===== config.mk =====
export PLATFORM = sky130hd
export DESIGN_NAME = priority_schedule_timing
export DESIGN_NICKNAME = d
export VERILOG_FILES = /design/src/rtl/pst_pkg.sv /design/src/rtl/priority_schedule_timing.sv /design/src/rtl/pst_div.sv /design/src/rtl/pst_datapath.sv /design/src/rtl/pst_ctrl.sv
export SDC_FILE = /design/constraint.sdc
export NUM_CORES = 2
export LEC_CHECK = 0
export BUFFER_PORTS_ARGS = -buffer_cell sky130_fd_sc_hd__clkbuf_2
export CORE_UTILIZATION = 56
export CTS_CLUSTER_SIZE = 16
export DETAILED_ROUTE_END_ITERATION = 8
export PLACE_DENSITY_LB_ADDON = 0.15
export RECOVER_POWER = 50
export SLEW_MARGIN = 20
export SYNTH_ARGS = -nofsm -noshare
export SYNTH_HDL_FRONTEND = slang
export SYNTH_SLANG_ARGS = --single-unit

===== constraint.sdc =====
create_clock -name aclk -period 7.9 [get_ports aclk]
set_clock_uncertainty 0.15 [all_clocks]
set_input_delay 0.79 -clock aclk [delete_from_list [all_inputs] [get_ports aclk]]
set_output_delay 0.79 -clock aclk [all_outputs]
set_load 0.01 [all_outputs]

===== src/rtl/pst_pkg.sv =====
// ----------------------------------------------------------------------------
// pst_pkg: shared types and constants for the priority schedule block
// Sizes, store entry layout, controller states and the command and status
// groups that join the controller to the datapath.
// ----------------------------------------------------------------------------
package pst_pkg;

    // Batch and field sizes
    localparam int MAX_JOBS = 16;
    localparam int BURST_W  = 16;
    localparam int PRI_W    = 8;
    localparam int NUM_W    = 4;
    localparam int JOB_W    = 5;
    localparam int WAIT_W   = 20;
    localparam int TOT_W    = 24;
    localparam int IDX_W    = $clog2(MAX_JOBS);
    localparam int CNT_W    = $clog2(MAX_JOBS + 1);

    // One stored job
    typedef struct packed {
        logic [PRI_W-1:0]   prio;
        logic [BURST_W-1:0] burst;
        logic [NUM_W-1:0]   num;
    } pst_entry_t;

    // Controller states
    typedef enum logic [2:0] {
        S_LOAD,
        S_SORT_INIT,
        S_SORT_SCAN,
        S_SORT_SWAP,
        S_EMIT_READ,
        S_DIV_START,
        S_DIV_WAIT,
        S_SHOW
    } pst_state_t;

    // Commands from controller to datapath
    typedef struct packed {
        logic load_job;
        logic row_start;
        logic scan_step;
        logic swap;
        logic emit_start;
        logic emit_load;
        logic div_start;
        logic take_avg;
        logic batch_clear;
    } pst_cmd_t;

    // Status from datapath to controller
    typedef struct packed {
        logic full_next;
        logic row_done;
        logic scan_done;
        logic emit_last;
        logic final_item;
        logic div_busy;
    } pst_status_t;

endpackage


===== src/rtl/priority_schedule_timing.sv =====
// ----------------------------------------------------------------------------
// priority_schedule_timing: non-preemptive priority scheduler for one batch
// Loads up to MAX_JOBS jobs, orders them by ascending priority and emits
// one timing result per job in served order.
// ----------------------------------------------------------------------------
// Jobs are taken one per cycle while the block is loading. The job marked
// last, or the one that fills the sixteen-entry store, closes the batch and
// the input side stays closed until the final result is taken. The selection
// sort visits one store entry per cycle: each row scans the remaining
// entries and ends with a swap of the row minimum into place. Each result is
// then read from the store into the output registers and held until m_ready,
// and the final result first waits for the two 24-step restoring dividers
// that form the averages.
// ----------------------------------------------------------------------------
module priority_schedule_timing
    import pst_pkg::*;
(
    input  logic               aclk,
    input  logic               aresetn,
    input  logic               s_valid,
    output logic               s_ready,
    input  logic [BURST_W-1:0] s_burst_time,
    input  logic [PRI_W-1:0]   s_priority_req,
    input  logic               s_is_last,
    output logic               m_valid,
    input  logic               m_ready,
    output logic [JOB_W-1:0]   m_job_number,
    output logic [BURST_W-1:0] m_burst_out,
    output logic [WAIT_W-1:0]  m_wait_time,
    output logic [WAIT_W-1:0]  m_turnaround_time,
    output logic [WAIT_W-1:0]  m_average_wait,
    output logic [WAIT_W-1:0]  m_average_turnaround,
    output logic               m_final_result
);

    pst_cmd_t    cmd;
    pst_status_t status;

    // Sequence the phases
    pst_ctrl u_ctrl (
        .aclk      (aclk),
        .aresetn   (aresetn),
        .s_valid   (s_valid),
        .s_is_last (s_is_last),
        .s_ready   (s_ready),
        .m_valid   (m_valid),
        .m_ready   (m_ready),
        .status    (status),
        .cmd       (cmd)
    );

    // Store, sort and compute results
    pst_datapath u_datapath (
        .aclk               (aclk),
        .aresetn            (aresetn),
        .cmd                (cmd),
        .status             (status),
        .in_burst           (s_burst_time),
        .in_prio            (s_priority_req),
        .job_number         (m_job_number),
        .burst_out          (m_burst_out),
        .wait_time          (m_wait_time),
        .turnaround_time    (m_turnaround_time),
        .average_wait       (m_average_wait),
        .average_turnaround (m_average_turnaround),
        .final_result       (m_final_result)
    );

endmodule


===== src/rtl/pst_div.sv =====
// ----------------------------------------------------------------------------
// pst_div: restoring divider for the batch averages
// Divides a total by the job count, one quotient bit per cycle.
// ----------------------------------------------------------------------------
module pst_div
    import pst_pkg::*;
(
    input  logic             aclk,
    input  logic             aresetn,
    input  logic             start,
    input  logic [TOT_W-1:0] dividend,
    input  logic [CNT_W-1:0] divisor,
    output logic             busy,
    output logic [TOT_W-1:0] quotient
);

    localparam int STEP_W = $clog2(TOT_W + 1);

    logic              busy_reg, busy_next;
    logic [STEP_W-1:0] step_reg, step_next;
    logic [CNT_W-1:0]  rem_reg, rem_next;
    logic [TOT_W-1:0]  quo_reg, quo_next;
    logic [CNT_W-1:0]  div_reg, div_next;
    logic [CNT_W:0]    trial;
    logic              fits;

    // Shift in the next dividend bit and try a subtract
    assign trial = {rem_reg, quo_reg[TOT_W-1]};
    assign fits  = (trial >= {1'b0, div_reg});

    always_comb begin
        busy_next = busy_reg;
        step_next = step_reg;
        rem_next  = rem_reg;
        quo_next  = quo_reg;
        div_next  = div_reg;
        if (start) begin
            busy_next = 1'b1;
            step_next = '0;
            rem_next  = '0;
            quo_next  = dividend;
            div_next  = divisor;
        end else if (busy_reg) begin
            rem_next  = fits ? CNT_W'(trial - {1'b0, div_reg}) : CNT_W'(trial);
            quo_next  = {quo_reg[TOT_W-2:0], fits};
            step_next = step_reg + 1'b1;
            if (step_reg == STEP_W'(TOT_W - 1)) begin
                busy_next = 1'b0;
            end
        end
    end

    // Hold control state under reset
    always_ff @(posedge aclk) begin
        if (!aresetn) begin
            busy_reg <= 1'b0;
            step_reg <= '0;
        end else begin
            busy_reg <= busy_next;
            step_reg <= step_next;
        end
    end

    always_ff @(posedge aclk) begin
        rem_reg <= rem_next;
        quo_reg <= quo_next;
        div_reg <= div_next;
    end

    assign busy     = busy_reg;
    assign quotient = quo_reg;

    a_start_busy: assert property (@(posedge aclk) disable iff (!aresetn)
        start |=> busy_reg)
        else $error("divider did not go busy after start");

endmodule


===== src/rtl/pst_datapath.sv =====
// ----------------------------------------------------------------------------
// pst_datapath: job store, selection sort and result datapath
// Holds the batch, performs the sort row by row, forms each result item and
// runs the average dividers.
// ----------------------------------------------------------------------------
module pst_datapath
    import pst_pkg::*;
(
    input  logic               aclk,
    input  logic               aresetn,
    input  pst_cmd_t           cmd,
    output pst_status_t        status,
    input  logic [BURST_W-1:0] in_burst,
    input  logic [PRI_W-1:0]   in_prio,
    output logic [JOB_W-1:0]   job_number,
    output logic [BURST_W-1:0] burst_out,
    output logic [WAIT_W-1:0]  wait_time,
    output logic [WAIT_W-1:0]  turnaround_time,
    output logic [WAIT_W-1:0]  average_wait,
    output logic [WAIT_W-1:0]  average_turnaround,
    output logic               final_result
);

    pst_entry_t         store_reg [MAX_JOBS];
    logic [CNT_W-1:0]   count_reg;
    logic [CNT_W-1:0]   i_reg;
    logic [CNT_W-1:0]   j_reg;
    logic [CNT_W-1:0]   k_reg;
    logic [IDX_W-1:0]   pos_reg;
    pst_entry_t         save_reg;
    pst_entry_t         min_reg;
    logic [WAIT_W-1:0]  running_reg;
    logic [TOT_W-1:0]   wait_tot_reg;
    logic [TOT_W-1:0]   turn_tot_reg;
    logic [JOB_W-1:0]   job_reg;
    logic [BURST_W-1:0] burst_reg;
    logic [WAIT_W-1:0]  wait_reg;
    logic [WAIT_W-1:0]  turn_reg;
    logic [WAIT_W-1:0]  avg_wait_reg;
    logic [WAIT_W-1:0]  avg_turn_reg;
    logic               final_reg;

    logic [IDX_W-1:0]   rd_addr;
    pst_entry_t         rd_entry;
    logic [WAIT_W-1:0]  burst_ext;
    logic [WAIT_W-1:0]  turn_now;
    logic               div_w_busy, div_t_busy;
    logic [TOT_W-1:0]   quo_w, quo_t;

    // Select the single read address of the store
    always_comb begin
        if (cmd.row_start) begin
            rd_addr = i_reg[IDX_W-1:0];
        end else if (cmd.emit_load) begin
            rd_addr = k_reg[IDX_W-1:0];
        end else begin
            rd_addr = j_reg[IDX_W-1:0];
        end
    end

    assign rd_entry  = store_reg[rd_addr];
    assign burst_ext = {{(WAIT_W-BURST_W){1'b0}}, rd_entry.burst};
    assign turn_now  = running_reg + burst_ext;

    // Write the store: load a job or swap the row minimum into place
    always_ff @(posedge aclk) begin
        if (cmd.load_job) begin
            store_reg[count_reg[IDX_W-1:0]] <= '{prio: in_prio, burst: in_burst,
                                                 num: count_reg[NUM_W-1:0]};
        end else if (cmd.swap) begin
            if (pos_reg != i_reg[IDX_W-1:0]) begin
                store_reg[pos_reg] <= save_reg;
            end
            store_reg[i_reg[IDX_W-1:0]]   <= min_reg;
        end
    end

    // Advance counters
    always_ff @(posedge aclk) begin
        if (!aresetn) begin
            count_reg <= '0;
            i_reg     <= '0;
            j_reg     <= '0;
            k_reg     <= '0;
            final_reg <= 1'b0;
        end else begin
            if (cmd.load_job) begin
                count_reg <= count_reg + 1'b1;
                i_reg     <= '0;
            end else if (cmd.batch_clear) begin
                count_reg <= '0;
            end
            if (cmd.row_start) begin
                j_reg <= i_reg + 1'b1;
            end else if (cmd.scan_step) begin
                j_reg <= j_reg + 1'b1;
            end
            if (cmd.swap) begin
                i_reg <= i_reg + 1'b1;
            end
            if (cmd.emit_start) begin
                k_reg <= '0;
            end else if (cmd.emit_load) begin
                k_reg     <= k_reg + 1'b1;
                final_reg <= status.emit_last;
            end
        end
    end

    // Track the row minimum, first one wins on ties
    always_ff @(posedge aclk) begin
        if (cmd.row_start) begin
            save_reg <= rd_entry;
            min_reg  <= rd_entry;
            pos_reg  <= i_reg[IDX_W-1:0];
        end else if (cmd.scan_step && (rd_entry.prio < min_reg.prio)) begin
            min_reg <= rd_entry;
            pos_reg <= j_reg[IDX_W-1:0];
        end
    end

    // Form result items and accumulate totals
    always_ff @(posedge aclk) begin
        if (cmd.emit_start) begin
            running_reg  <= '0;
            wait_tot_reg <= '0;
            turn_tot_reg <= '0;
        end else if (cmd.emit_load) begin
            job_reg      <= {{(JOB_W-NUM_W){1'b0}}, rd_entry.num} + 1'b1;
            burst_reg    <= rd_entry.burst;
            wait_reg     <= running_reg;
            turn_reg     <= turn_now;
            avg_wait_reg <= '0;
            avg_turn_reg <= '0;
            running_reg  <= turn_now;
            wait_tot_reg <= wait_tot_reg + {{(TOT_W-WAIT_W){1'b0}}, running_reg};
            turn_tot_reg <= turn_tot_reg + {{(TOT_W-WAIT_W){1'b0}}, turn_now};
        end else if (cmd.take_avg) begin
            avg_wait_reg <= quo_w[WAIT_W-1:0];
            avg_turn_reg <= quo_t[WAIT_W-1:0];
        end
    end

    // Average dividers
    pst_div u_div_wait (
        .aclk     (aclk),
        .aresetn  (aresetn),
        .start    (cmd.div_start),
        .dividend (wait_tot_reg),
        .divisor  (count_reg),
        .busy     (div_w_busy),
        .quotient (quo_w)
    );

    pst_div u_div_turn (
        .aclk     (aclk),
        .aresetn  (aresetn),
        .start    (cmd.div_start),
        .dividend (turn_tot_reg),
        .divisor  (count_reg),
        .busy     (div_t_busy),
        .quotient (quo_t)
    );

    // Report status
    always_comb begin
        status.full_next  = (count_reg == CNT_W'(MAX_JOBS - 1));
        status.row_done   = ((i_reg + 1'b1) >= count_reg);
        status.scan_done  = (j_reg == count_reg);
        status.emit_last  = ((k_reg + 1'b1) == count_reg);
        status.final_item = final_reg;
        status.div_busy   = div_w_busy | div_t_busy;
    end

    assign job_number         = job_reg;
    assign burst_out          = burst_reg;
    assign wait_time          = wait_reg;
    assign turnaround_time    = turn_reg;
    assign average_wait       = avg_wait_reg;
    assign average_turnaround = avg_turn_reg;
    assign final_result       = final_reg;

endmodule


===== src/rtl/pst_ctrl.sv =====
// ----------------------------------------------------------------------------
// pst_ctrl: sequencer for load, sort, emit and average phases
// Drives datapath commands and the channel handshakes.
// ----------------------------------------------------------------------------
module pst_ctrl
    import pst_pkg::*;
(
    input  logic        aclk,
    input  logic        aresetn,
    input  logic        s_valid,
    input  logic        s_is_last,
    output logic        s_ready,
    output logic        m_valid,
    input  logic        m_ready,
    input  pst_status_t status,
    output pst_cmd_t    cmd
);

    pst_state_t state_reg, state_next;

    // Next state
    always_comb begin
        state_next = state_reg;
        case (state_reg)
            S_LOAD: begin
                if (s_valid && (s_is_last || status.full_next)) begin
                    state_next = S_SORT_INIT;
                end
            end
            S_SORT_INIT: begin
                state_next = status.row_done ? S_EMIT_READ : S_SORT_SCAN;
            end
            S_SORT_SCAN: begin
                if (status.scan_done) begin
                    state_next = S_SORT_SWAP;
                end
            end
            S_SORT_SWAP: begin
                state_next = S_SORT_INIT;
            end
            S_EMIT_READ: begin
                state_next = status.emit_last ? S_DIV_START : S_SHOW;
            end
            S_DIV_START: begin
                state_next = S_DIV_WAIT;
            end
            S_DIV_WAIT: begin
                if (!status.div_busy) begin
                    state_next = S_SHOW;
                end
            end
            S_SHOW: begin
                if (m_ready) begin
                    state_next = status.final_item ? S_LOAD : S_EMIT_READ;
                end
            end
            default: begin
                state_next = S_LOAD;
            end
        endcase
    end

    // Outputs
    always_comb begin
        cmd     = '0;
        s_ready = 1'b0;
        m_valid = 1'b0;
        case (state_reg)
            S_LOAD: begin
                s_ready      = 1'b1;
                cmd.load_job = s_valid;
            end
            S_SORT_INIT: begin
                cmd.emit_start = status.row_done;
                cmd.row_start  = !status.row_done;
            end
            S_SORT_SCAN: begin
                cmd.scan_step = !status.scan_done;
            end
            S_SORT_SWAP: begin
                cmd.swap = 1'b1;
            end
            S_EMIT_READ: begin
                cmd.emit_load = 1'b1;
            end
            S_DIV_START: begin
                cmd.div_start = 1'b1;
            end
            S_DIV_WAIT: begin
                cmd.take_avg = !status.div_busy;
            end
            S_SHOW: begin
                m_valid         = 1'b1;
                cmd.batch_clear = m_ready && status.final_item;
            end
            default: begin
                cmd = '0;
            end
        endcase
    end

    always_ff @(posedge aclk) begin
        if (!aresetn) begin
            state_reg <= S_LOAD;
        end else begin
            state_reg <= state_next;
        end
    end

    a_one_side: assert property (@(posedge aclk) disable iff (!aresetn)
        !(s_ready && m_valid))
        else $error("input and result sides open together");

    a_last_sorts: assert property (@(posedge aclk) disable iff (!aresetn)
        (s_valid && s_ready && s_is_last) |=> (state_reg == S_SORT_INIT))
        else $error("last job did not start the sort");

    a_next_item: assert property (@(posedge aclk) disable iff (!aresetn)
        (m_valid && m_ready && !status.final_item) |=> (state_reg == S_EMIT_READ))
        else $error("batch emission did not continue");

endmodule


==> reports/metrics.csv <==
metric,value,unit
htree depth,3,
sequential area share after synthesis,58.7,%
vias in the first global route,25800,
WL/cell,24.2,microns
CTS root buf,clkbuf_16,
layout cells sized above 1,12.5,%
worst-path fanout max,17,
pin count of the biggest net entering global routing,68,
Worst EP required,8230,ps
# diodes,0,
row cnt,94,
Worst-Margin Slew,2810,ps
ANT nets after route,0,
DR iter-0 viols,3172,
first-pass GRT wire length,158000,microns
Hold Slack,331,ps
placed instance area,39400,sq um
total core area,66200,sq um
Bufs on Longest Clock Path,3,
post-synthesis register bit count,776,
"commonest non-fill, non-tap cells in the layout","662 x edfxtp_1, 581 x a21oi_1, 535 x nor2_1",
Buffers on Ports,132,
final slew viol count,199,
Final nets,3506,
Post-Route Utilization,63.5,%
max reg flops,448,
LEAKAGE,15.4,nW
CTS Sinks,776,
Post-synth ARST share,0,%
Placed Instances,4154,
drt pass-1 iters,5,
minimum clock period,7470,ps
hpwl dp,62000,microns
Setup TNS Final,0,ps
via/cell ratio,6.26,
Gate Count Post-Synth,3349,
remaining global-route overflow,0,
Pwr Total,14.2,mW
highest-delay cell along the critical path,ha_1,
Worst Hold Class,reg2reg,
min setup slack post-route,429,ps
post-route insts no fill,4309,
fmax,134,MHz
final wirelength,104000,microns
failing checks,"max-capacitance violations, max-slew violations",
hold_buf cts,0,
antenna violations before repair,0,
top_reg_cell synth,edfxtp_1,
Synth Warn #,0,
I/O Pins,133,
Tcrit/Tclk final,94.6,%
DRC,0,
"most common cell after layout, fill and taps aside",edfxtp_1,
CP Launch Type,flip-flop,
GRT Overall Usage,30.7,%
Worst path max stage delay,400,ps
Final Setup Violations,0,
Die Width,262,microns
die footprint,68400,sq um
Routability Congestion,0.900,
Vias,27000,
Buf/Inv on CP,4,
Max rail drop VDD,0.222,mV
pre-CTS setup slack,-135,ps
net count after synthesis,3475,
kind of critical path,reg2reg,
synthesized area,37700,sq um
total of max-cap violations,5,
Inserted Clock Buffers,83,
unique cell type count in the Yosys netlist,71,
Post-synth EDFFs,662,
Die Height,262,microns
Final Hold Viols,0,
synthesized area per cell,11.3,sq um
initial core utilization,57.0,%
area delta synth->final,11.4,%
"Arr. time, crit path",7800,ps
Slew HR,-87.1,%
TritonCTS clock tree,done,
"Clk Latency, worst-skew pair",630,ps
clock slew seen by the registers of the worst setup and hold paths,60,ps
most frequent cell on the critical path,a21oi_1,
post-route cell area,42100,sq um
status,finished with violations,
pwr dens,338,nW/um^2
CP Capture Type,flip-flop,
Top delay family on crit path,compound AO/OA/AOI/OAI gates,
-- logic make-up (layout without fill, tap and decap cells) --
logic type / count (synthesis) / in the layout / synth area share, %
fa+ha+maj: 97 / 97 / 3.32
simple gates: 1056 / 1056 / 11.8
xor+xnor: 86 / 86 / 2.00
compound gates: 792 / 792 / 11.6
flops: 776 / 776 / 58.7
buf+inv: 338 / 434 / 3.64
mux: 204 / 204 / 8.91
-- final cells by class --
type / count / area [sq um]
Sequential cell: 776 / 22200
Multi-Input combinational cell: 2235 / 14700
Clock inverter: 40 / 333
Fill cell: 5141 / 24200
Tap cell: 864 / 1080
Clock buffer: 110 / 2300
Inverter: 53 / 201
Timing Repair Buffer: 231 / 1310
-- synth_stat cells (all sizes together), types with 6 or more instances --
master  count  area share (%)
a211oi     37            0.74
a21boi     10            0.20
a21o       20            0.40
a21oi     588             7.8
a31oi      14            0.25
and2       45            0.75
and3        8            0.13
buf        64            0.91
clkbuf    221             2.2
dfxtp     114             6.0
edfxtp    662              53
ha         92             3.0
inv        53            0.53
mux2i      95             2.6
mux4      104             6.2
nand2     297             3.0
nand2b      8            0.13
nand3      47            0.62
nand4      14            0.23
nor2      535             5.3
nor2b      40            0.66
nor3       31            0.44
o211ai      6            0.12
o21a       11            0.22
o21ai      60            0.84
or2         7            0.12
or3         9            0.15
xnor2      52             1.2
xor2       34            0.79
-- tightest hold or removal path: stages (launching register included) --
cell	delay (ps)
dfxtp_1	330
nand2_1	60
a21oi_1	50
-- metal layers --
layer | share of wire, % | global-route usage, %
met3 | 8.9 | 4.78
met1 | 41 | 43.7
met2 | 46 | 47.9
met4 | 3.6 | 11.3
met5 | 0 | 0
-- worst paths after layout --
check / start / endpoint / slack [ps] / cells after the start
hold / removal: u_datapath.turn_tot_reg[0]$_SDFFE_PP0P_ / u_datapath.turn_tot_reg[0]$_SDFFE_PP0P_ / 330 / 2
setup reg to reg: u_datapath.i_reg[0]$_SDFFE_PN0P_ / u_datapath.turn_tot_reg[23]$_SDFFE_PP0P_ / 430 / 33
hold reg to reg: u_datapath.turn_tot_reg[0]$_SDFFE_PP0P_ / u_datapath.turn_tot_reg[0]$_SDFFE_PP0P_ / 330 / 2
setup / recovery: u_datapath.i_reg[0]$_SDFFE_PN0P_ / u_datapath.turn_tot_reg[23]$_SDFFE_PP0P_ / 430 / 33
-- what timing repair did --
item	4_1_cts	5_1_grt
setup buffers	0	5
gates resized for setup	2	24
pin swaps	0	2
cloned	0	0
setup endpoints to repair	7	9
-- power breakdown --
group / internal (mW) / switching [mW] / total (mW)
clock network: 2.21 / 1.61 / 3.82
registers: 5.25 / 0.388 / 5.64
logic: 1.80 / 2.94 / 4.74
No activity file was read; power rests on OpenSTA's default activity.
